`src/design/fmpf_pkg.sv`:
```
package fmpf_pkg;

   localparam int MAX_RULES = 64;

   // Rule count holds 0..MAX_RULES
   localparam int CNT_W = $clog2(MAX_RULES + 1);
   localparam int POS_W = 7;
   localparam int CMP_W = (CNT_W > POS_W) ? CNT_W + 1 : POS_W + 1;

   // First-hit search runs in groups of eight cells, then across groups
   localparam int OFF_W      = 3;
   localparam int GROUP      = 1 << OFF_W;
   localparam int NUM_GROUPS = (MAX_RULES + GROUP - 1) / GROUP;
   localparam int GRP_W      = (NUM_GROUPS > 1) ? $clog2(NUM_GROUPS) : 1;
   localparam int PICK_W     = GRP_W + OFF_W;
   localparam int HIT_PAD    = NUM_GROUPS * GROUP;

   localparam logic [7:0] PROTO_TCP = 8'd6;
   localparam logic [7:0] PROTO_UDP = 8'd17;
   localparam logic [7:0] CODE_TCP  = 8'd1;
   localparam logic [7:0] CODE_UDP  = 8'd2;

   typedef enum logic [1:0] {
      MODE_CLASSIFY = 2'd0,
      MODE_APPEND   = 2'd1,
      MODE_DELETE   = 2'd2,
      MODE_UNUSED   = 2'd3
   } mode_type;

   typedef enum logic [1:0] {
      ST_IDLE,
      ST_COMPARE,
      ST_GROUP,
      ST_RESOLVE
   } state_type;

   typedef struct packed {
      logic        direction;
      logic [7:0]  code;
      logic        drop_action;
      logic [31:0] src_addr;
      logic [31:0] src_mask;
      logic [31:0] dst_addr;
      logic [31:0] dst_mask;
      logic [15:0] source_port;
      logic [15:0] dst_port;
   } rule_type;

   typedef struct packed {
      logic        direction;
      logic [7:0]  protocol;
      logic [31:0] src_addr;
      logic [31:0] dst_addr;
      logic [15:0] source_port;
      logic [15:0] dst_port;
   } header_type;

   typedef struct packed {
      logic live;
      logic load;
      logic shift;
   } cell_ctrl_type;

   typedef struct packed {
      logic              found;
      logic              drop;
      logic [PICK_W-1:0] index;
   } pick_type;

endpackage

```
`src/design/fmpf_cell.sv`:
```
module fmpf_cell
   import fmpf_pkg::*;
(
   input  logic          clock,
   input  cell_ctrl_type ctrl,
   input  header_type    header,
   input  rule_type      new_rule,
   input  rule_type      next_rule,
   output rule_type      rule,
   output logic          hit,
   output logic          drop
);

   rule_type rule_ff;
   rule_type rule_in;
   logic     hit_ff;
   logic     hit_in;
   logic     proto_ok;
   logic     src_ok;
   logic     dst_ok;
   logic     ports_ok;

   always_comb begin
      priority if (ctrl.load) begin
         rule_in = new_rule;
      end else if (ctrl.shift) begin
         rule_in = next_rule;
      end else begin
         rule_in = rule_ff;
      end
   end

   always_comb begin
      priority if (rule_ff.code == CODE_TCP) begin
         proto_ok = (header.protocol == PROTO_TCP);
      end else if (rule_ff.code == CODE_UDP) begin
         proto_ok = (header.protocol == PROTO_UDP);
      end else begin
         proto_ok = 1'b1;
      end
      // zero rule address is a wildcard regardless of mask
      src_ok = (rule_ff.src_addr == '0) ||
               (((header.src_addr ^ rule_ff.src_addr) & rule_ff.src_mask) == '0);
      dst_ok = (rule_ff.dst_addr == '0) ||
               (((header.dst_addr ^ rule_ff.dst_addr) & rule_ff.dst_mask) == '0);
      ports_ok = ((rule_ff.source_port == '0) ||
                  (rule_ff.source_port == header.source_port)) &&
                 ((rule_ff.dst_port == '0) || (rule_ff.dst_port == header.dst_port));
      hit_in = ctrl.live && (rule_ff.direction == header.direction) &&
               proto_ok && src_ok && dst_ok && ports_ok;
   end

   always_ff @(posedge clock) begin
      rule_ff <= rule_in;
      hit_ff  <= hit_in;
   end

   assign rule = rule_ff;
   assign hit  = hit_ff;
   assign drop = ~rule_ff.drop_action;

endmodule

```
`config.mk`:
```
export PLATFORM = sky130hd
export DESIGN_NAME = fmpf_cell
export DESIGN_NICKNAME = d
export VERILOG_FILES = /design/src/design/fmpf_pkg.sv /design/src/design/fmpf_cell.sv
export SDC_FILE = /design/constraint.sdc
export NUM_CORES = 1
export LEC_CHECK = 0
export ABC_AREA = 1
export BUFFER_PORTS_ARGS = -buffer_cell sky130_fd_sc_hd__buf_2
export CORE_AREA = 2 2 243 245
export CTS_CLUSTER_SIZE = 25
export DETAILED_ROUTE_END_ITERATION = 16
export DIE_AREA = 0 0 245 247
export SLEW_MARGIN = 20
export SYNTH_ARGS = -nofsm -noshare
export SYNTH_HDL_FRONTEND = slang
export SYNTH_SLANG_ARGS = --single-unit
```
`constraint.sdc`:
```
create_clock -name clock -period 5.05 [get_ports clock]
set_input_delay 0.505 -clock clock [delete_from_list [all_inputs] [get_ports clock]]
set_output_delay 0.505 -clock clock [all_outputs]
set_load 0.005 [all_outputs]
```
# [Yosys cells after proc, flatten, opt, wreduce, memory -nomap -nowiden]
# Index checks and enable logic that the tools add are counted.
[totals] regBits=171 input_bits=449
[classes] n_eq_ne=7 n_mux=4 n_bitwise=5 reduce_logical=17
[op_table] operator="170-bit two-way mux" n=2
[op_table] operator="32-bit zero test" n=4
[op_table] operator="32-bit AND" n=2
[op_table] operator="32-bit XOR" n=2
[op_table] operator="16-bit equality test" n=2
[op_table] operator="16-bit zero test" n=2
[op_table] operator="8-bit by 1-bit equality test with 1-bit output (second input constant)" n=1
[op_table] operator="8-bit by 2-bit equality test with 1-bit output (second input constant)" n=1
[op_table] operator="8-bit by 3-bit equality test with 1-bit output (second input constant)" n=1
[op_table] operator="8-bit by 5-bit equality test with 1-bit output (second input constant)" n=1
[op_table] operator="1-bit logical AND" n=6
[op_table] operator="1-bit logical OR" n=4
[op_table] operator="1-bit two-way mux" n=2
[op_table] operator="2-bit nonzero test" n=1
[op_table] operator="1-bit equality test" n=1
[op_table] operator="1-bit inverter" n=1

# [Depth between registers and ports, before layout]
# Gate-level depths: netlist of run 1.
[depth] ltp_word=7 mapped_depth=12

# [Least setup slack after synthesis of run 1]
# Ideal clock, no wire load.
[synth_path] path_type="input port to flip-flop" start="in ctrl[1] in the netlist's numbering" end="reg rule_ff, in the netlist rule[0] (enable)" arrival_ns=2.931 required_ns=4.591 slack_ns=1.661 cell_stages=3 n_path_buf=2 cell_sequence="buf_2 buf_2 or2_2"
[synth_via] elab_chain_cells=1
[synth_lines] item="from (decl)" line="fmpf_cell.sv:5" text="input cell_ctrl_type ctrl,"
[synth_lines] item="2-bit nonzero test (no source line)"
[synth_lines] item="to (signal assigned)" line="fmpf_cell.sv:54" text="rule_ff <= rule_in;"
[synth_lines] item="to (decl)" line="fmpf_cell.sv:14" text="rule_type rule_ff;"
# Every way passes these cells.
# A chain may end at the register's enable or synchronous reset.

# [Final worst setup path of run 1]
[layout_path] start="in ctrl[1] in the netlist's numbering" end="reg rule_ff, in the netlist rule[158] (enable)"
# Same word-level chain as after synthesis.

==> impl_metrics.yaml, run 1 <==
synth:
  synth-main-ff-cell: "edfxtp_1"
  synth_commonest_cells: "nand2_1, edfxtp_1, nor2_1, inv_1, nand3_1"
  yosys_warnings: 0
  synth_most_common_cell: "nand2_1"
  synth.area.top_cells: "edfxtp_1, nand2_1, nor2_1"
  synth_nets: 1685
  synthesis.area_um2: 9455
  yosysTopAreaCellShare: 0.5399
  synth_edf_count: 170
  synth_seq_cells: 171
  seq_area_frac_synth: 0.5420
  synth.distinct_cells: 27
  yosys.area.top_type: "edfxtp_1"
  synthCells: 1236
  async_flop_share: 0
  syn_area_per_cell_um2: 7.650
setup_path:
  slowest_delay_ns: 0.61
  cpLargestDelayFamily: "buffers and inverters"
  critPathRequiredTime_ns: 5.16
  endpoint_kind: "register"
  critPathBufInv: 2
  cp.arrival_ns: 2.00
  crit_slowest_cell: "buf_4"
  start_kind: "primary input"
  rr_startpoint: "rule[70]$_DFFE_PP_"
  crit_fanout: 45
  crit_path_start: "ctrl[1]"
  worstRegToRegCells: 10
  crit_chain: "buf_6, or2_4, buf_4"
  path_class: "primary input to register"
  cp.depth: 3
timing:
  hold_viol: 0
  hold_slack_ns: 0.2812
  setup-tns-final_ns: 0
  worst_slew_pin_slew_ns: 0.6569
  rsz0062_at_grt: "no"
  setup_violations: 0
  slew_headroom: 0.5621
  fmax_mhz: 529.1
  min_period_over_period: 0.3743
  finalMaxSlewViolations: 0
  min_period_ns: 1.890
  final.setup_skew_ns: 0.009697
power_and_ir_drop:
  powerDensity_nw_per_um2: 287.0
  pwr-share-seq: 0.476
  p_switching_mw: 1.218
  p_int_mw: 2.804
  swShare: 0.3029
  ir_drop_mv: 0.2574
  p_comb_frac: 0.193
  clkPwrFrac: 0.331
  p_leak_nw: 7.313
floorplanning:
  dieWidth_um: 245
  coreArea_um2: 58240
  pin_count: 621
  dieArea_um2: 60520
  start_util: 0.1624
  core.rowCount: 89
  die_h_um: 247
clocking:
  cts_max_level: 4
  path_clk_slew_ns: 0.08
  ctsResizeCount: 0
  cts_inserted_buffers: 17
  clock_path_buffers: 2
  cts_sinks: 171
  cts_hold_buf: 0
  clk_latency_ns: 0.48
  cts_root_buf: "clkbuf_16"
  tritoncts: "built"
  postCtsSetupBuffers: 0
routing:
  wl_per_cell_um: 14.99
  first_pass_iters: 5
  drt_iter0_drc: 475
  route.vias.total: 10099
  drt-vias-per-instance: 3.837
  ant_nets: 0
  drc: 0
  finalWirelength_um: 39470
placement:
  gp_congestion: 0.8765
  hpwl_um: 31920
  dpl_cell_area_um2: 13440
  port_buffers: 620
grt:
  grt_pass1_wl_um: 55280
  grt_max_degree: 98
  antenna_found_initial: 3
  grt_pass1_vias: 9277
  gr-total-overflow: 0
  track_usage: 0.1249
final_layout:
  fillers: 6491
  multi_input_area_um2: 3915
  syn2layout_area_growth_pct: 48.18
  final_layout_size_suffix_gt1_frac: 0.3570
  nets: 2293
  register_area_um2: 5125
  final_area_um2: 14010
run_status:
  status: "finished clean"
min_path:
  worstHoldStart: "next_rule[95]"
  holdPathStages: 3
  min_path_type: "primary input to register"
run:
  drv_cap: 0
==> cell families after synthesis <==
| group | Yosys count | share of synthesized area |
|---|---|---|
| xor gates and xnor gates | 6 | 0.005558 |
| AOI/OAI and AO/OA | 12 | 0.007146 |
| DFF | 171 | 0.5420 |
| buffers and inverters | 104 | 0.04420 |
| and+or+nand+nor | 943 | 0.4011 |
==> routing by layer <==
layer | routed length (µm) | GRT usage | share of wire | vias up
li1 | - | - | - | 5128
met3 | 2615 | 0.03354 | 0.066 | 41
met1 | 16830 | 0.1534 | 0.43 | 4545
met4 | 942 | 0.05004 | 0.024 | 2
met5 | 13 | 0 | 0.00033 | -
met2 | 19060 | 0.2074 | 0.48 | 383
==> cells in the final DEF, fill, tap and decap left out, types with 2 or more instances in the layout <==
cell	netlist	layout
nand2_1	722	722
buf_2	22	619
edfxtp_1	170	170
nor2_1	93	93
inv_1	61	61
nand3_1	55	55
or2_1	45	45
clkbuf_16	0	17
nor4_1	15	15
o21ai_1	6	6
inv_6	0	5
xor2_1	5	5
nand4_1	4	4
buf_4	0	4
o22ai_1	3	3
nor3_1	3	3
clkinv_1	2	3
inv_2	4	3
clkinv_4	0	3
diode_2	0	2
a21oi_1	2	2
inv_8	0	2
clkbuf_1	13	2
buf_12	0	2
==> state kept, by name (all words and copies together) (netlist names) <==
register,count
hit,1
rule,170
==> cell type report <==
class                           instances  area share
Tap cell                              773     0.06903
Clock buffer                           19     0.03090
Sequential cell                       171      0.3658
Clock inverter                         13    0.009287
Multi-Input combinational cell        961      0.2794
Antenna cell                            2   0.0003572
Timing Repair Buffer                  626      0.2269
Inverter                               67     0.01831
==> through the flow <==
step           std cells  utilization  power [mW]  setup slack [ns]
4_1_cts             2630       0.2405       4.099             3.126
5_1_grt             2631       0.2405       4.252             3.070
3_5_place_dp        2598       0.2308       2.731             2.616
3_3_place_gp        2598       0.2308       2.721             2.639
2_1_floorplan       1236            -       2.216             1.661
6_report            2632       0.2406       4.022             3.160
==> power groups by stage <==
stage / sequential, mW / clock, mW / combinational, mW
2_1_floorplan: 1.90 / 0 / 0.315
3_3_place_gp: 1.94 / 0 / 0.776
3_5_place_dp: 1.95 / 0 / 0.783
4_1_cts: 1.92 / 1.40 / 0.786
5_1_grt: 1.94 / 1.44 / 0.877
6_report: 1.91 / 1.33 / 0.778
==> worst register-to-register path, cell delays in order (launching register included) <==
cell and delay [ns]:
edfxtp_1 0.47, or2_1 0.26, nand3_1 0.06, nand2_1 0.05, nor2_1 0.29, nand2_1 0.09
nor2_1 0.11, nand2_1 0.09, nand2_1 0.16, nand2_1 0.10, nor2_2 0.08
==> final timing paths <==
kind,endpoint,slack (ns)
hold / removal,rule[95]$_DFFE_PP_,0.28
setup reg to reg,hit$_DFF_P_,3.22
hold reg to reg,hit$_DFF_P_,0.78
setup / recovery,rule[158]$_DFFE_PP_,3.16
No activity file was read; power rests on OpenSTA's default activity.
==> run 2, diff against run 1 <==
- clock period: 5.05 -> 1.9 ns (I/O delays scaled with it)
==> impl_metrics.yaml, run 2 (same netlist as run 1, synthesis figures left out) <==
run_status:
  status: "finished clean"
grt:
  gr-total-overflow: 0
  busiest_layer: "met2"
  grt_max_degree: 107
  met1_usage: 0.1558
  use_met3: 0.03516
  grt_util_met2: 0.2431
  track_usage: 0.1364
  antenna_found_initial: 3
  grt_pass1_wl_um: 61310
  grt_pass1_vias: 10962
timing:
  fmax_mhz: 581.0
  setup_violations: 0
  hold_slack_ns: 0.05497
  finalMaxSlewViolations: 0
  final.setup_skew_ns: 0.01836
  slew_headroom: 0.5139
  worst_slew_pin_slew_ns: 0.7291
  min_period_over_period: 0.9058
  rsz0062_at_grt: "no"
  min_period_ns: 1.721
  setup-tns-final_ns: 0
  hold_viol: 0
final_layout:
  mostFrequentLayoutCells: "nand2_1, buf_2, dlygate4sd3_1"
  final_area_um2: 17210
  n_antenna_cell: 0
  syn2layout_area_growth_pct: 81.99
  final_common_cell: "nand2_1"
  post-route-util: 0.2955
  final_layout_size_suffix_gt1_frac: 0.3140
  largest_reg_flops: 170
  nets: 2608
setup_path:
  critPathRequiredTime_ns: 2.32
  start_kind: "register"
  crit_chain: "nor4_1, nand2_1, nor2_1, nand2_1, nand2_2, nand2_1, nor2_2"
  path_class: "register to register"
  critPathMostFrequentCell: "nand2_1"
  crit_fanout: 4
  slowest_delay_ns: 0.49
  critPathBufInv: 0
  cp.depth: 7
  worstRegToRegCells: 7
  crit_slowest_cell: "edfxtp_1"
  cpLargestDelayFamily: "simple AND/OR/NAND/NOR gates"
  endpoint_kind: "register"
  cp.arrival_ns: 2.14
  rrSetupSlack_ns: 0.18
routing:
  drt_iter0_drc: 611
  ant_nets: 0
  finalWirelength_um: 43810
  route.vias.total: 11598
  drt-vias-per-instance: 3.938
  drc: 0
  wl_per_cell_um: 14.88
  first_pass_iters: 5
placement:
  gp_congestion: 0.9035
  hpwl_um: 33420
  dpl_cell_area_um2: 13610
  port_buffers: 620
power_and_ir_drop:
  clkPwrFrac: 0.309
  p_leak_nw: 8.713
  p_comb_frac: 0.248
  swShare: 0.3041
  p_int_mw: 7.898
  powerDensity_nw_per_um2: 659.5
  p_switching_mw: 3.451
  ir_drop_mv: 0.6673
  pwr-share-seq: 0.442
floorplanning:
  start_util: 0.1624
  dieArea_um2: 60520
  pin_count: 621
  die_h_um: 247
  dieWidth_um: 245
  core.rowCount: 89
  coreArea_um2: 58240
clocking:
  tritoncts: "built"
  cts_sinks: 171
  postCtsSetupBuffers: 0
  clock_path_buffers: 2
  cts_inserted_buffers: 17
  cts_root_buf: "clkbuf_16"
  cts_max_level: 4
  clk_latency_ns: 0.47
  path_clk_slew_ns: 0.08
min_path:
  min_path_type: "primary input to register"
  holdPathStages: 3
run:
  drv_cap: 0
==> run 2: cell types whose count changed in the layout (fill, tap and decap cells not counted), moves of 3 or more <==
cell	delta
buf_12	+5
buf_4	+9
dlygate4sd3_1	+301
inv_8	+3
==> run 2: path summary, 6_finish.rpt <==
kind / start / endpoint
setup / recovery: rule[95]$_DFFE_PP_ / hit$_DFF_P_
hold / removal: next_rule[101] / rule[101]$_DFFE_PP_
setup reg to reg: rule[95]$_DFFE_PP_ / hit$_DFF_P_
hold reg to reg: rule[141]$_DFFE_PP_ / hit$_DFF_P_
==> run 2: power by group through the flow <==
stage | Combinational (mW) | Clock, mW | Sequential (mW)
2_1_floorplan | 0.843 | 0 | 5.05
3_3_place_gp | 2.21 | 0 | 5.09
4_1_cts | 2.80 | 3.67 | 5.02
3_5_place_dp | 2.21 | 0 | 5.11
6_report | 2.82 | 3.51 | 5.02
5_1_grt | 3.08 | 3.78 | 5.08
==> run 2: stage by stage <==
step	std cells	total power [mW]	setup WS, ns
6_report	2945	11.35	0.1789
3_3_place_gp	2612	7.298	0.008351
2_1_floorplan	1236	5.888	-0.1798
4_1_cts	2945	11.48	0.007095
3_5_place_dp	2612	7.316	0.007972
5_1_grt	2945	11.95	0.02481
==> run 2: per-layer routing <==
metal / vias up / share of wire
met2: 494 / 0.50
met3: 68 / 0.067
li1: 5760 / -
met1: 5270 / 0.40
met5: - / 0.00084
met4: 6 / 0.024
==> run 2: cell type report <==
cell class                      count  area [µm²]
Tap cell                          773       967.2
Timing Repair Buffer              941        6360
Sequential cell                   171        5125
Fill cell                        6090       41030
Multi-Input combinational cell    961        3923
Clock buffer                       17       425.4
Clock inverter                     15       151.4
Inverter                           67       256.5
==> run 2: repair_timing <==
action                                 in CTS  in global routing
endpoints found under the hold margin     156                  0
hold buffers                              301                  0
setup endpoints to repair                   0                  1
gates resized for setup                     0                  3
==> run 2: tightest hold or removal path, delay by kind of cell <==
| family | cells | cell delay [ns] |
|---|---|---|
| simple gates | 2 | 0.14 |
| buf+inv | 1 | 0.07 |
==> run 3, diff against run 2 <==
- CORE_AREA: 2 2 243 245 -> 2 2 242 244
- DIE_AREA: 0 0 245 247 -> 0 0 244 246
==> impl_metrics.yaml, run 3 (same netlist as run 1, synthesis figures left out) <==
run_status:
  status: "finished clean"
final_layout:
  final_layout_size_suffix_gt1_frac: 0.3155
  final_common_cell: "nand2_1"
  post-route-util: 0.2999
  fillers: 6020
  syn2layout_area_growth_pct: 81.94
  nets: 2604
  mostFrequentLayoutCells: "nand2_1, buf_2, dlygate4sd3_1"
  largest_reg_flops: 170
  final_area_um2: 17200
clocking:
  cts_max_level: 4
  cts_inserted_buffers: 17
  clk_latency_ns: 0.47
  path_clk_slew_ns: 0.07
  cts_root_buf: "clkbuf_16"
  clock_path_buffers: 2
  tritoncts: "built"
  cts_sinks: 171
timing:
  fmax_mhz: 564.1
  hold_viol: 0
  worst_slew_pin_slew_ns: 0.4481
  finalMaxSlewViolations: 0
  setup_ws_ns: 0.1272
  final.setup_skew_ns: 0.01254
  hold_slack_ns: 0.04040
  min_period_over_period: 0.9331
  slew_headroom: 0.6985
  rsz0062_at_grt: "no"
  min_period_ns: 1.773
  setup_violations: 0
setup_path:
  slowest_delay_ns: 0.50
  endpoint_kind: "register"
  worstRegToRegCells: 7
  critPathRequiredTime_ns: 2.30
  crit_slowest_cell: "edfxtp_1"
  crit_chain: "nor4_2, nand3_1, nand2_1, nand2_1, nor2_1, nand2_1, nor2_2"
  cp.depth: 7
  path_class: "register to register"
  crit_fanout: 4
  cp.arrival_ns: 2.17
  critPathMostFrequentCell: "nand2_1"
  cpLargestDelayFamily: "simple AND/OR/NAND/NOR gates"
  critPathBufInv: 0
  start_kind: "register"
grt:
  grt_pass1_wl_um: 63320
  gr-total-overflow: 0
  grt_pass1_vias: 11499
  track_usage: 0.1402
  grt_max_degree: 79
  antenna_found_initial: 3
routing:
  route.vias.total: 11614
  ant_nets: 0
  finalWirelength_um: 44010
  drt_iter0_drc: 502
  drt-vias-per-instance: 3.958
  wl_per_cell_um: 15.00
  drc: 0
  first_pass_iters: 5
floorplanning:
  core.rowCount: 88
  start_util: 0.1648
  pin_count: 621
  die_h_um: 246
  dieWidth_um: 244
  dieArea_um2: 60020
  coreArea_um2: 57370
power_and_ir_drop:
  powerDensity_nw_per_um2: 674.1
  total_power_mw: 11.60
  p_leak_nw: 8.725
  swShare: 0.2890
  ir_drop_mv: 0.6623
  pwr-share-seq: 0.434
  p_int_mw: 8.244
  p_comb_frac: 0.243
  clkPwrFrac: 0.323
  p_switching_mw: 3.352
placement:
  post-place-ws_ns: -0.01086
  gp_congestion: 0.8804
  dpl_cell_area_um2: 13630
  hpwl_um: 33830
  port_buffers: 620
run:
  drv_cap: 0
min_path:
  holdPathStages: 3
  min_path_type: "primary input to register"
==> run 3: area by class of cell <==
class	count	area [µm²]	share of cell area
diodes	1	2.502	0.0001455
clock buffers	17	425.4	0.02473
clock inverters	15	185.2	0.01076
inverters	67	256.5	0.01491
multi-input cells	961	3926	0.2282
flip-flops and latches	171	5125	0.2979
well taps	765	957.2	0.05564
repair buffers	937	6325	0.3677
==> run 3: timing repair <==
item | in CTS | in global routing
gates resized for setup | 2 | 1
hold buffers | 294 | 0
buffers inserted | 1 | 0
hold endpoints to repair | 152 | 0
endpoints found under the setup margin | 1 | 1
==> run 3: power by group through the flow <==
stage          Combinational [mW]  Sequential [mW]  Clock, mW
6_report                     2.81             5.03       3.75
3_3_place_gp                 2.21             5.10          0
2_1_floorplan               0.843             5.05          0
5_1_grt                      3.10             5.09       4.00
3_5_place_dp                 2.22             5.12          0
4_1_cts                      2.80             5.04       3.91
==> run 3: tightest hold or removal path: cells and delay by family <==
kind | cells | cell delay (ns)
AND/OR/NAND/NOR | 2 | 0.12
buffers and inverters | 1 | 0.07
==> run 3: final timing paths <==
check	start	end	slack, ns
setup reg to reg	rule[28]$_DFFE_PP_	hit$_DFF_P_	0.13
hold / removal	new_rule[33]	rule[33]$_DFFE_PP_	0.04
setup / recovery	rule[28]$_DFFE_PP_	hit$_DFF_P_	0.13
hold reg to reg	rule[169]$_DFFE_PP_	hit$_DFF_P_	0.85
==> run 3: metal layers <==
metal | vias up | global-route usage | wire (µm)
li1 | 5751 | - | -
met1 | 5270 | 0.1586 | 17660
met2 | 499 | 0.2477 | 21980
met3 | 92 | 0.03845 | 3082
met4 | 2 | 0.05864 | 1273
met5 | - | 0 | 7
==> run 3: stage by stage <==
step / std cells / TNS [ns]
after floorplan: 1236 / -30.57
after global placement: 2606 / -0.02703
after detailed placement: 2606 / -0.01086
after CTS: 2933 / 0
after global routing: 2934 / 0
final: 2934 / 0
