--- config.mk ---
export PLATFORM = sky130hd
export DESIGN_NAME = fmpf_pick
export DESIGN_NICKNAME = d
export VERILOG_FILES = /design/src/design/fmpf_pkg.sv /design/src/design/fmpf_pick.sv
export SDC_FILE = /design/constraint.sdc
export NUM_CORES = 1
export LEC_CHECK = 0
export ABC_AREA = 1
export BUFFER_PORTS_ARGS = -buffer_cell sky130_fd_sc_hd__buf_2
export CAP_MARGIN = 20
export CORE_AREA = 8 8 88 90
export DETAILED_ROUTE_END_ITERATION = 7
export DIE_AREA = 0 0 96 98
export PLACE_DENSITY = 0.78
export SYNTH_ARGS = -nofsm -noshare
export SYNTH_HDL_FRONTEND = slang
export SYNTH_SLANG_ARGS = --single-unit
--- constraint.sdc ---
create_clock -name clock -period 1.5 [get_ports clock]
set_clock_uncertainty 0.2 [all_clocks]
set_input_delay 0.3 -clock clock [delete_from_list [all_inputs] [get_ports clock]]
set_output_delay 0.3 -clock clock [all_outputs]
set_load 0.01 [all_outputs]
--- src/design/fmpf_pkg.sv ---
package fmpf_pkg;

   localparam int MAX_RULES = 64;

   // Rule count holds 0..MAX_RULES
   localparam int CNT_W = $clog2(MAX_RULES + 1);
   localparam int POS_W = 7;
   localparam int CMP_W = (CNT_W > POS_W) ? CNT_W + 1 : POS_W + 1;

   // First-hit search runs in groups of eight cells, then across groups
   localparam int OFF_W      = 3;
   localparam int GROUP      = 1 << OFF_W;
   localparam int NUM_GROUPS = (MAX_RULES + GROUP - 1) / GROUP;
   localparam int GRP_W      = (NUM_GROUPS > 1) ? $clog2(NUM_GROUPS) : 1;
   localparam int PICK_W     = GRP_W + OFF_W;
   localparam int HIT_PAD    = NUM_GROUPS * GROUP;

   localparam logic [7:0] PROTO_TCP = 8'd6;
   localparam logic [7:0] PROTO_UDP = 8'd17;
   localparam logic [7:0] CODE_TCP  = 8'd1;
   localparam logic [7:0] CODE_UDP  = 8'd2;

   typedef enum logic [1:0] {
      MODE_CLASSIFY = 2'd0,
      MODE_APPEND   = 2'd1,
      MODE_DELETE   = 2'd2,
      MODE_UNUSED   = 2'd3
   } mode_type;

   typedef enum logic [1:0] {
      ST_IDLE,
      ST_COMPARE,
      ST_GROUP,
      ST_RESOLVE
   } state_type;

   typedef struct packed {
      logic        direction;
      logic [7:0]  code;
      logic        drop_action;
      logic [31:0] src_addr;
      logic [31:0] src_mask;
      logic [31:0] dst_addr;
      logic [31:0] dst_mask;
      logic [15:0] source_port;
      logic [15:0] dst_port;
   } rule_type;

   typedef struct packed {
      logic        direction;
      logic [7:0]  protocol;
      logic [31:0] src_addr;
      logic [31:0] dst_addr;
      logic [15:0] source_port;
      logic [15:0] dst_port;
   } header_type;

   typedef struct packed {
      logic live;
      logic load;
      logic shift;
   } cell_ctrl_type;

   typedef struct packed {
      logic              found;
      logic              drop;
      logic [PICK_W-1:0] index;
   } pick_type;

endpackage

--- src/design/fmpf_pick.sv ---
module fmpf_pick
   import fmpf_pkg::*;
(
   input  logic                 clock,
   input  logic [MAX_RULES-1:0] hits,
   input  logic [MAX_RULES-1:0] drops,
   output pick_type             pick
);

   logic [HIT_PAD-1:0] hits_pad;
   logic [HIT_PAD-1:0] drops_pad;
   logic               grp_any_ff  [NUM_GROUPS];
   logic               grp_drop_ff [NUM_GROUPS];
   logic [OFF_W-1:0]   grp_off_ff  [NUM_GROUPS];
   logic               grp_any_in  [NUM_GROUPS];
   logic               grp_drop_in [NUM_GROUPS];
   logic [OFF_W-1:0]   grp_off_in  [NUM_GROUPS];

   assign hits_pad  = HIT_PAD'(hits);
   assign drops_pad = HIT_PAD'(drops);

   // first hit inside each group of eight
   always_comb begin
      for (int g = 0; g < NUM_GROUPS; g++) begin
         grp_any_in[g]  = 1'b0;
         grp_drop_in[g] = 1'b0;
         grp_off_in[g]  = '0;
         for (int j = GROUP - 1; j >= 0; j--) begin
            if (hits_pad[g * GROUP + j]) begin
               grp_any_in[g]  = 1'b1;
               grp_drop_in[g] = drops_pad[g * GROUP + j];
               grp_off_in[g]  = OFF_W'(j);
            end
         end
      end
   end

   always_ff @(posedge clock) begin
      for (int g = 0; g < NUM_GROUPS; g++) begin
         grp_any_ff[g]  <= grp_any_in[g];
         grp_drop_ff[g] <= grp_drop_in[g];
         grp_off_ff[g]  <= grp_off_in[g];
      end
   end

   // lowest group with a hit wins
   always_comb begin
      pick = '0;
      for (int g = NUM_GROUPS - 1; g >= 0; g--) begin
         if (grp_any_ff[g]) begin
            pick.found = 1'b1;
            pick.drop  = grp_drop_ff[g];
            pick.index = {GRP_W'(g), grp_off_ff[g]};
         end
      end
   end

endmodule

-- Yosys cells after proc, flatten, opt, wreduce, memory -nomap -nowiden
Memory sizes are Yosys's and may differ from the RTL's.
Index checks and enable logic that the tools add are counted.
- register bits: 0
- bits in writable memories: 40
- memories kept: 3
- muxes and demuxes: 200
- memory list (memory ; words ; width ; read ports ; clocked after Yosys merged registers in ; write ports ; line ; text):
    grp_off_ff ; 8 ; 3 ; 8 ; 0 ; 8 ; fmpf_pick.sv:14 ; logic [OFF_W-1:0] grp_off_ff [NUM_GROUPS];
    grp_any_ff ; 8 ; 1 ; 8 ; 0 ; 8 ; fmpf_pick.sv:12 ; logic grp_any_ff [NUM_GROUPS];
    grp_drop_ff ; 8 ; 1 ; 8 ; 0 ; 8 ; fmpf_pick.sv:13 ; logic grp_drop_ff [NUM_GROUPS];
- operator list (operator ; number):
    $mux 3 ; 64
    $mux 1 ; 128
    $mux 8 ; 8

-- Longest topological paths before layout
Gate-level depths: netlist (run 1).
- depth in word-level cells: 8
- mapped depth: 9
- gate-level depth less buffers: 9

-- Worst setup path after synthesis (run 1)
No wires, ideal clock.
- kind: reg2out
- from: memory grp_any_ff[3][0], in the netlist grp_any_ff[0][3]
- to: output port pick[5] in the netlist's numbering
- data arrival time: 1092 ps
- data required time: 1000 ps
- slack: -92 ps
- stages on the path, launching flop included: 4
- buffers on the path: 1
- cell sequence: dfxtp_1 > or2_1 > buf_6 > nor4_1
- RTL lines (what ; line ; text):
    start, declared ; fmpf_pick.sv:12 ;
    end, declared ; fmpf_pick.sv:7 ; output pick_type pick

==> summary.md, run 1 <==
| Metric | Value |
|---|---|
| Status | finished with violations |
| Failing checks | negative setup slack |
| DR WL/cell | 11.2 um |
| Sink Count | 40 |
| Initial DRC count | 101 |
| Max Fclk | 0.545 GHz |
| Postcts setup bufs | 0 |
| CP Depth | 10 |
| Critical path type | flip-flop to primary output |
| Synthesized flop and latch total | 40 |
| Initial antenna violation count | 0 |
| Die area | 9410 um2 |
| Most frequent CP cell | nand2_1 |
| CTS tree | built |
| Cell Pwr Density | 736 nW/um2 |
| Critical Path RT | 1.00 ns |
| Die X-Extent | 96 um |
| Vias | 3013 |
| Final Hold Fails | 0 |
| Critical-path cell list | buf_12, nand3_4, nand2_2, nand2_2, nand2_2, nand2_1, nand2_1, nand2_1, nand2_1, buf_6 |
| Total Routed Length | 7.19 mm |
| Worst setup margin | -0.336 ns |
| RSZ-0062 raised after global routing | true |
| Leak | 1.79 nW |
| Slew HR | 70.8% |
| Period Utilization, post-route | 122% |
| # H-tree levels | 2 |
| Mapped Cells | 411 |
| Yosys cell types | 15 |
| Drt first pass iters | 4 |
| Number of CTS-inserted buffers | 5 |
| Yosys warns | 0 |
| P&R area growth vs syn | 42.4% |
| CP endpoint kind | primary output |
| GR Overflow Total | 0 |
| Largest net degree at the start of global routing | 13 |
| Met2 Routed Length | 3.71 mm |
| Syn_area_per_cell | 5.95 um2 |
| DP HPWL | 6.05 mm |
| Met1 Wirelength | 2.93 mm |
| Remaining DRCs | 0 |
| Max Root-Sink Buffers | 2 |
| Max incr delay on CP | 0.33 ns |
| Syn nets | 540 |
| FP Rows | 30 |
| Share of post-route cells with drive strength above 1 | 33.2% |
| I/O Buffers | 136 |
| GPL Wtd Cong | 0.803 |
| Net count, final | 688 |
| Slew Limit Fails | 0 |
| DIE HEIGHT | 98 um |
| Initial Util | 37.7% |
| Crit-path max FO | 5 |
| Commonest non-fill, non-tap cell in the layout | nand2_1 |
| Top Layer Used | met4 |
| Placed cell areas | 3260 um2 |
| Critical Path Start Type | flip-flop |
| Worst path slowest cell | dfxtp_2 |
| Final Cell Area | 3480 um2 |
| GRT Total Usage | 15.1% |
| Detail Route Antenna Nets | 0 |
| Hold crit path type | input pin to flip-flop |
| Final setup fails | 8 |
| Worst Max-Slew Pin Slew | 0.437 ns |
| Mapped Area | 2450 um2 |
| Sequential-to-total area share from yosys stat | 32.7% |
| Routed vias/inst | 4.71 |
| Worst EP arrival | 1.34 ns |
| # IOs | 137 |
| Reg clk slew, reported paths | 0.07 ns |
| Hold depth | 2 |
| Most frequent cells in the layout | nand2_1, buf_2, nor2_1 |
| Met3 WL | 483 um |
| Max-cap violations | 0 |
| First-pass GRT wire length | 12.1 mm |
| Final min period | 1.84 ns |
| Crit path max-delay family | simple AND/OR/NAND/NOR gates |
| Buffers plus inverters on the worst setup path | 2 |
| CORE AREA | 6490 um2 |
| Worst vdd ir | 468 uV |
| Root Driver | clkbuf_8 |
| Final hold slack | 0.00948 ns |
| Diode count | 0 |
| Vias in the first global route | 3115 |
through the flow:
stage / utilization (%) / cells / power, mW / setup WS, ns / TNS (ns)
floorplan: - / 411 / 1.39 / 0.0119 / 0
global placement: 50.2 / 630 / 1.64 / -0.0508 / -0.287
detailed placement: 50.2 / 630 / 1.65 / -0.0786 / -0.469
CTS: 52.9 / 640 / 2.58 / -0.338 / -2.54
global route: 53.6 / 640 / 2.71 / -0.447 / -3.20
finish: 53.6 / 640 / 2.56 / -0.336 / -2.47
worst paths after layout:
check	start	end	slack (ns)
min	hits[24]	grp_off_ff[0][9]	0.009
max	grp_any_ff[1][3]	pick[0]	-0.34
synthesized netlist by cell type:
cell / n / area, um2
nand2_1: 142 / 533
nor2_1: 72 / 270
dfxtp_1: 40 / 801
a21oi_1: 30 / 150
or2_1: 26 / 163
inv_2: 19 / 71.3
nor3_1: 19 / 95.1
inv_1: 18 / 67.6
a31oi_1: 13 / 81.3
nand3_1: 12 / 60.1
a211oi_1: 8 / 60.1
o21bai_1: 8 / 60.1
buf_6: 2 / 22.5
nor4_1: 1 / 6.26
o21ai_1: 1 / 5.00
registers in the layout, summed over array words and instances, names as in the netlist:
signal / count
grp_off_ff: 24
grp_drop_ff: 8
grp_any_ff: 8
routing by layer:
layer,vias up,GRT usage [%]
li1,1625,-
met1,1294,16.1
met2,90,28.2
met3,4,3.38
met4,0,4.14
met5,-,0
layout make-up:
cell class / instances / area (um2)
clock buffer: 7 / 96.3
clock inverter: 1 / 30.0
fill: 679 / 3010
inverter: 37 / 144
multi-input combinational: 332 / 1540
sequential: 40 / 813
tap: 80 / 100
timing repair buffer: 143 / 761
kinds of logic (layout without fill, tap and decap cells):
logic type,count (synthesis),after routing,share of synthesized area (%)
AND/OR/NAND/NOR,272,272,46.1
flip-flops,40,40,32.7
AO/OA/AOI/OAI,60,60,14.6
buffers and inverters,39,188,6.60
power breakdown:
group / total (mW) / switching, mW / internal, mW
clock: 0.928 / 0.342 / 0.587
combinational: 0.501 / 0.253 / 0.248
sequential: 1.13 / 0.0208 / 1.11
total: 2.56 / 0.616 / 1.95
repair_timing:
action | 4_1_cts | 5_1_grt
hold endpoints to repair | 2 | 0
resized for setup | 13 | 12
gates cloned | 0 | 0
pin swaps | 4 | 8
endpoints found under the setup margin | 8 | 8
hold buffers | 2 | 0
Power figures use the tool's default switching activity.
==> inputs of run 2 (changes only) <==
Settings changed: BUFFER_PORTS_ARGS -buffer_cell sky130_fd_sc_hd__buf_2 to -buffer_cell sky130_fd_sc_hd__clkbuf_2.
Clock period 1.5 ns to 2.1 ns, I/O delays scaled along.
==> run 2 against run 1 <==
Effect of this change: the run now ends clean; hold slack better by 0.12 ns; final area is 3.5% lower; first-iteration DRC count is 5.0% lower; cell count is 1.1% lower; highest routed layer unchanged; largest power group unchanged; sequential share of layout area is 0.66 points higher; power is 29% lower; routed wire length is 7.3% lower; worst setup slack better by 0.42 ns; die area stayed put; combinational power is 31% lower; non-clock buffer count is 7 lower; clock power is 28% lower.
==> summary.md, run 2 (synthesis results as in run 1) <==
| Metric | Value |
|---|---|
| Status | finished, final reports clean (was finished with violations) |
| Hold_buf cts | 0 (was 2) |
| Cells after DPL | 625 (was 630) |
| Detail Route Antenna Nets | 0 (unchanged) |
| Worst hold start | drops[0] (was hits[24]) |
| RSZ-0062 raised after global routing | false (was true) |
| DIE HEIGHT | 98 um (unchanged) |
| GR Overflow Total | 0 (unchanged) |
| DP HPWL | 5.85 mm (was 6.05 mm) |
| Crit-path max FO | 7 (was 5) |
| Initial Util | 37.7% (unchanged) |
| Hold depth | 3 (was 2) |
| Post-cts sizing count | 2 (was 13) |
| Hold crit path type | input pin to flip-flop (unchanged) |
| Max Root-Sink Buffers | 2 (unchanged) |
| Diode count | 0 (unchanged) |
| First-pass GRT wire length | 11.1 mm (was 12.1 mm) |
| Switch Pwr | 0.434 mW (was 0.616 mW) |
| Final setup fails | 0 (was 8) |
| Worst EP arrival | 1.39 ns (was 1.34 ns) |
| Largest registers | grp_off_ff: 24 flops, grp_any_ff: 8 flops, grp_drop_ff: 8 flops (unchanged) |
| CTS tree | built (unchanged) |
| Routed vias/inst | 4.65 (was 4.71) |
| Hold Crit Endpoint | grp_drop_ff[0][0] (was grp_off_ff[0][9]) |
| Die X-Extent | 96 um (unchanged) |
| Total Power | 1.82 mW (was 2.56 mW) |
| Final setup TNS | 0 ns (was -2.47 ns) |
| Critical path type | flip-flop to primary output (unchanged) |
| Drt first pass iters | 4 (unchanged) |
| Sink Count | 40 (unchanged) |
| Remaining DRCs | 0 (unchanged) |
| Biggest register | grp_off_ff (unchanged) |
| Slew HR | 69.4% (was 70.8%) |
| Initial antenna violation count | 0 (unchanged) |
| Critical Path Start Type | flip-flop (unchanged) |
| Sw Ratio | 23.8% (was 24.0%) |
| Worst Max-Slew Pin Slew | 0.458 ns (was 0.437 ns) |
| Max-cap violations | 0 (unchanged) |
| Commonest non-fill, non-tap cell in the layout | nand2_1 (unchanged) |
| Root Driver | clkbuf_8 (unchanged) |
| Number of flip-flops in the largest register | 24 (unchanged) |
| Largest net degree at the start of global routing | 13 (unchanged) |
| Fin cells | 633 (was 640) |
| Slew Limit Fails | 0 (unchanged) |
| Reg clk slew, reported paths | 0.07 ns (about the same) |
| Final min period | 2.01 ns |
| Most frequent cells in the layout | nand2_1, clkbuf_2, nor2_1 (was nand2_1, buf_2, nor2_1) |
| Critical Path RT | 1.48 ns (was 1.00 ns) |
| FP Rows | 30 (unchanged) |
| Leak | 1.77 nW (was 1.79 nW) |
| # IOs | 137 (unchanged) |
| DR WL/cell | 10.5 um (was 11.2 um) |
| Postcts setup bufs | 0 (unchanged) |
| Vias in the first global route | 2987 (was 3115) |
| Seq pwr share | 44.5% (was 44.2%) |
| Net count, final | 681 (was 688) |
| Share of total power in the clock network | 36.5% (was 36.2%) |
| Number of CTS-inserted buffers | 5 (unchanged) |
| P&R area growth vs syn | 37.4% (was 42.4%) |
| Final Hold Fails | 0 (unchanged) |
| Max Fclk | 0.497 GHz |
| GRT Total Usage | 14.0% (was 15.1%) |
| Period Utilization, post-route | 95.8% |
| CORE AREA | 6490 um2 (unchanged) |
| CP endpoint kind | primary output (unchanged) |
| Share of post-route cells with drive strength above 1 | 31.5% (was 33.2%) |
| Cell Pwr Density | 542 nW/um2 (was 736 nW/um2) |
| Worst vdd ir | 254 uV (was 468 uV) |
| Internal power | 1.39 mW (was 1.95 mW) |
| Combinational share of power | 19.0% (was 19.5%) |
| Die area | 9410 um2 (unchanged) |
| Initial DRC count | 96 (was 101) |
| GPL Wtd Cong | 0.802 (was 0.803) |
| Total Routed Length | 6.66 mm (was 7.19 mm) |
| I/O Buffers | 136 (unchanged) |
| # H-tree levels | 2 (unchanged) |
| Vias | 2944 (was 3013) |
## run 2: changes by cell type in the layout (fill, tap and decap cells not counted), sizes merged
cell         delta
buf           -141
clkbuf        +136
dlygate4sd3     -2
## run 2: how the worst max path moves through the flow
stage,startpoint,endpoint,slack [ns],depth (start not counted)
floorplan,grp_any_ff[0][3],pick[5],0.39,3
global placement,grp_any_ff[0][3],pick[5],0.28,3
detailed placement,grp_any_ff[0][3],pick[5],0.24,3
CTS,grp_any_ff[1][1],pick[3],0.04,5
global route,grp_any_ff[0][3],pick[5],0.004,3
finish,grp_any_ff[0][3],pick[5],0.09,3
## run 2: power groups by stage
stage | Clock [mW] | Combinational, mW | Sequential (mW)
floorplan | 0 | 0.169 | 0.822
global placement | 0 | 0.339 | 0.829
detailed placement | 0 | 0.348 | 0.828
CTS | 0.677 | 0.350 | 0.811
global route | 0.705 | 0.397 | 0.814
finish | 0.665 | 0.347 | 0.811
## run 2: final cells by class
cell class / count / area [um2]
multi-input cells: 332 / 1510
well taps: 80 / 100
inverters: 37 / 139
clock buffers: 7 / 96.3
repair buffers: 136 / 681
flip-flops and latches: 40 / 807
clock inverters: 1 / 30.0
fillers: 652 / 3130
## run 2: worst max-delay path, stage by stage (launching register included)
cell      delay [ns]
dfxtp_2         0.35
or2_4           0.29
nor4_2          0.28
clkbuf_2        0.19
## run 2: per-stage QoR
stage | utilization, % | hold WS (ns) | setup slack, ns | cell area, um2
finish | 51.8 | 0.125 | 0.0880 | 3360
CTS | 51.4 | 0.120 | 0.0364 | 3340
global route | 51.8 | 0.121 | 0.00361 | 3360
global placement | 49.3 | 0.422 | 0.281 | 3200
detailed placement | 49.3 | 0.424 | 0.243 | 3200
floorplan | - | 0.289 | 0.388 | 2450
## run 2: metal layers
| metal | part of all wire, % | track usage [%] | vias to the layer above | wire, um |
|---|---|---|---|---|
| met5 | 0 | 0 | - | 0 |
| met4 | 1.2 | 4.62 | 0 | 81 |
| met3 | 6.9 | 2.84 | 8 | 462 |
| met2 | 49 | 24.9 | 86 | 3280 |
| met1 | 43 | 15.8 | 1246 | 2840 |
| li1 | - | - | 1604 | - |
==> inputs of run 3 (changes only) <==
Settings changed: PLACE_DENSITY 0.78 to 0.81.
Clock period 2.1 ns to 2.2 ns, I/O delays scaled along.
==> run 3 against run 2 <==
Effect of this change: critical endpoint unchanged; hold slack better by 0.023 ns; critical path type unchanged; clock power down 5.6%; clock-buffer cell count unchanged; final area down 0.86%; cell count unchanged; critical path depth unchanged; sequential share of layout area about the same.
==> summary.md, run 3 (synthesis results as in run 1) <==
| Metric | Value |
|---|---|
| Period Utilization, post-route | 92.9% |
| GRT Total Usage | 14.5% (was 14.0%) |
| Total Routed Length | 6.81 mm (was 6.66 mm) |
| Leak | 1.78 nW (was 1.77 nW) |
| Final hold slack | 0.148 ns (was 0.125 ns) |
| Final-layout fill cell count | 643 (was 652) |
| Critical Path Start Type | flip-flop (unchanged) |
| Number of flip-flops in the largest register | 24 (unchanged) |
| Final setup fails | 0 (unchanged) |
| Number of CTS-inserted buffers | 5 (unchanged) |
| RSZ-0062 raised after global routing | false (unchanged) |
| CP endpoint kind | primary output (unchanged) |
| Vias in the first global route | 3022 (was 2987) |
| Total Power | 1.74 mW (was 1.82 mW) |
| Die area | 9410 um2 (unchanged) |
| Final setup TNS | 0 ns (unchanged) |
| Initial Util | 37.7% (unchanged) |
| Worst Max-Slew Pin Slew | 0.404 ns (was 0.458 ns) |
| DR WL/cell | 10.8 um (was 10.5 um) |
| Slew HR | 73.1% (was 69.4%) |
| Max Root-Sink Buffers | 2 (unchanged) |
| FP Rows | 30 (unchanged) |
| CORE AREA | 6490 um2 (unchanged) |
| Largest registers | grp_off_ff: 24 flops, grp_any_ff: 8 flops, grp_drop_ff: 8 flops (unchanged) |
| Worst EP arrival | 1.40 ns (was 1.39 ns) |
| Status | finished, final reports clean (unchanged) |
| Net count, final | 681 (unchanged) |
| Share of post-route cells with drive strength above 1 | 29.7% (was 31.5%) |
| Final Cell Area | 3330 um2 (was 3360 um2) |
| Post-cts sizing count | 0 (was 2) |
| Reg area | 801 um2 (was 807 um2) |
| # IOs | 137 (unchanged) |
| Critical Path RT | 1.56 ns (was 1.48 ns) |
| Root Driver | clkbuf_8 (unchanged) |
| CTS tree | built (unchanged) |
| First-pass GRT wire length | 11.6 mm (was 11.1 mm) |
| Sink Count | 40 (unchanged) |
| Most frequent cells in the layout | nand2_1, clkbuf_2, nor2_1 (unchanged) |
| Worst vdd ir | 285 uV (was 254 uV) |
| Initial DRC count | 74 (was 96) |
| Grt peak-use layer | met2 (unchanged) |
| Drt first pass iters | 4 (unchanged) |
| GPL Wtd Cong | 0.800 (was 0.802) |
| Critical path type | flip-flop to primary output (unchanged) |
| Largest net degree at the start of global routing | 13 (unchanged) |
| Remaining DRCs | 0 (unchanged) |
| # H-tree levels | 2 (unchanged) |
| Reg clk slew, reported paths | 0.07 ns (about the same) |
| Routed vias/inst | 4.68 (was 4.65) |
| DIE HEIGHT | 98 um (unchanged) |
| GR Overflow Total | 0 (unchanged) |
| Biggest register | grp_off_ff (unchanged) |
| Footprint of the multi-input gates | 1490 um2 (was 1510 um2) |
| Initial antenna violation count | 0 (unchanged) |
| Hold_buf cts | 0 (unchanged) |
| Met1 Use GR | 15.3% (was 15.8%) |
| Die X-Extent | 96 um (unchanged) |
| P&R area growth vs syn | 36.3% (was 37.4%) |
| Vias | 2964 (was 2944) |
| Final Hold Fails | 0 (unchanged) |
| I/O Buffers | 136 (unchanged) |
| Final min period | 2.04 ns |
| Commonest non-fill, non-tap cell in the layout | nand2_1 (unchanged) |
| Max Fclk | 0.489 GHz |
| Routing usage on met2 | 27.0% (was 24.9%) |
| Diode count | 0 (unchanged) |
| Max-cap violations | 0 (unchanged) |
| Slew Limit Fails | 0 (unchanged) |
| DP HPWL | 5.98 mm (was 5.85 mm) |
| Placed cell areas | 3200 um2 (unchanged) |
| Hold crit path type | input pin to flip-flop (unchanged) |
| Met3 GRT Util | 3.22% (was 2.84%) |
| Detail Route Antenna Nets | 0 (unchanged) |
| Crit-path max FO | 7 (unchanged) |
| Cell Pwr Density | 521 nW/um2 (was 542 nW/um2) |
| Postcts setup bufs | 0 (unchanged) |
## run 3: layer usage
metal	wire [um]	part of all wire, %
met5	0	0
met4	118	1.7
met3	432	6.3
met2	3500	51
met1	2760	41
## run 3: worst max-delay path, stage by stage, from the launching register on
cell	delay, ns
dfxtp_1	0.36
or2_4	0.30
nor4_1	0.27
clkbuf_2	0.20
## run 3: cell type report
cell class / count / area share [%]
Timing Repair Buffer: 136 / 20.4
Sequential cell: 40 / 24.0
Tap cell: 80 / 3.00
Inverter: 37 / 4.17
Multi-Input combinational cell: 332 / 44.6
Clock buffer: 7 / 2.89
Clock inverter: 1 / 0.901
## run 3: power breakdown
group / internal [mW] / switching (mW) / total, mW
clock: 0.400 / 0.229 / 0.628
combinational: 0.164 / 0.170 / 0.334
sequential: 0.761 / 0.0123 / 0.774
## run 3: path summary, 6_finish.rpt
check / startpoint / to / slack [ns] / depth (start not counted)
max: grp_any_ff[0][3] / pick[5] / 0.16 / 3
min: hits[0] / grp_off_ff[0][0] / 0.15 / 2
## run 3: stage by stage
| stage | utilization, % | worst slack, ns | instances |
|---|---|---|---|
| after floorplan | - | 0.468 | 411 |
| after global placement | 49.3 | 0.465 | 625 |
| after detailed placement | 49.3 | 0.410 | 625 |
| after CTS | 51.3 | 0.0954 | 633 |
| after global routing | 51.3 | 0.00209 | 633 |
| final | 51.3 | 0.156 | 633 |
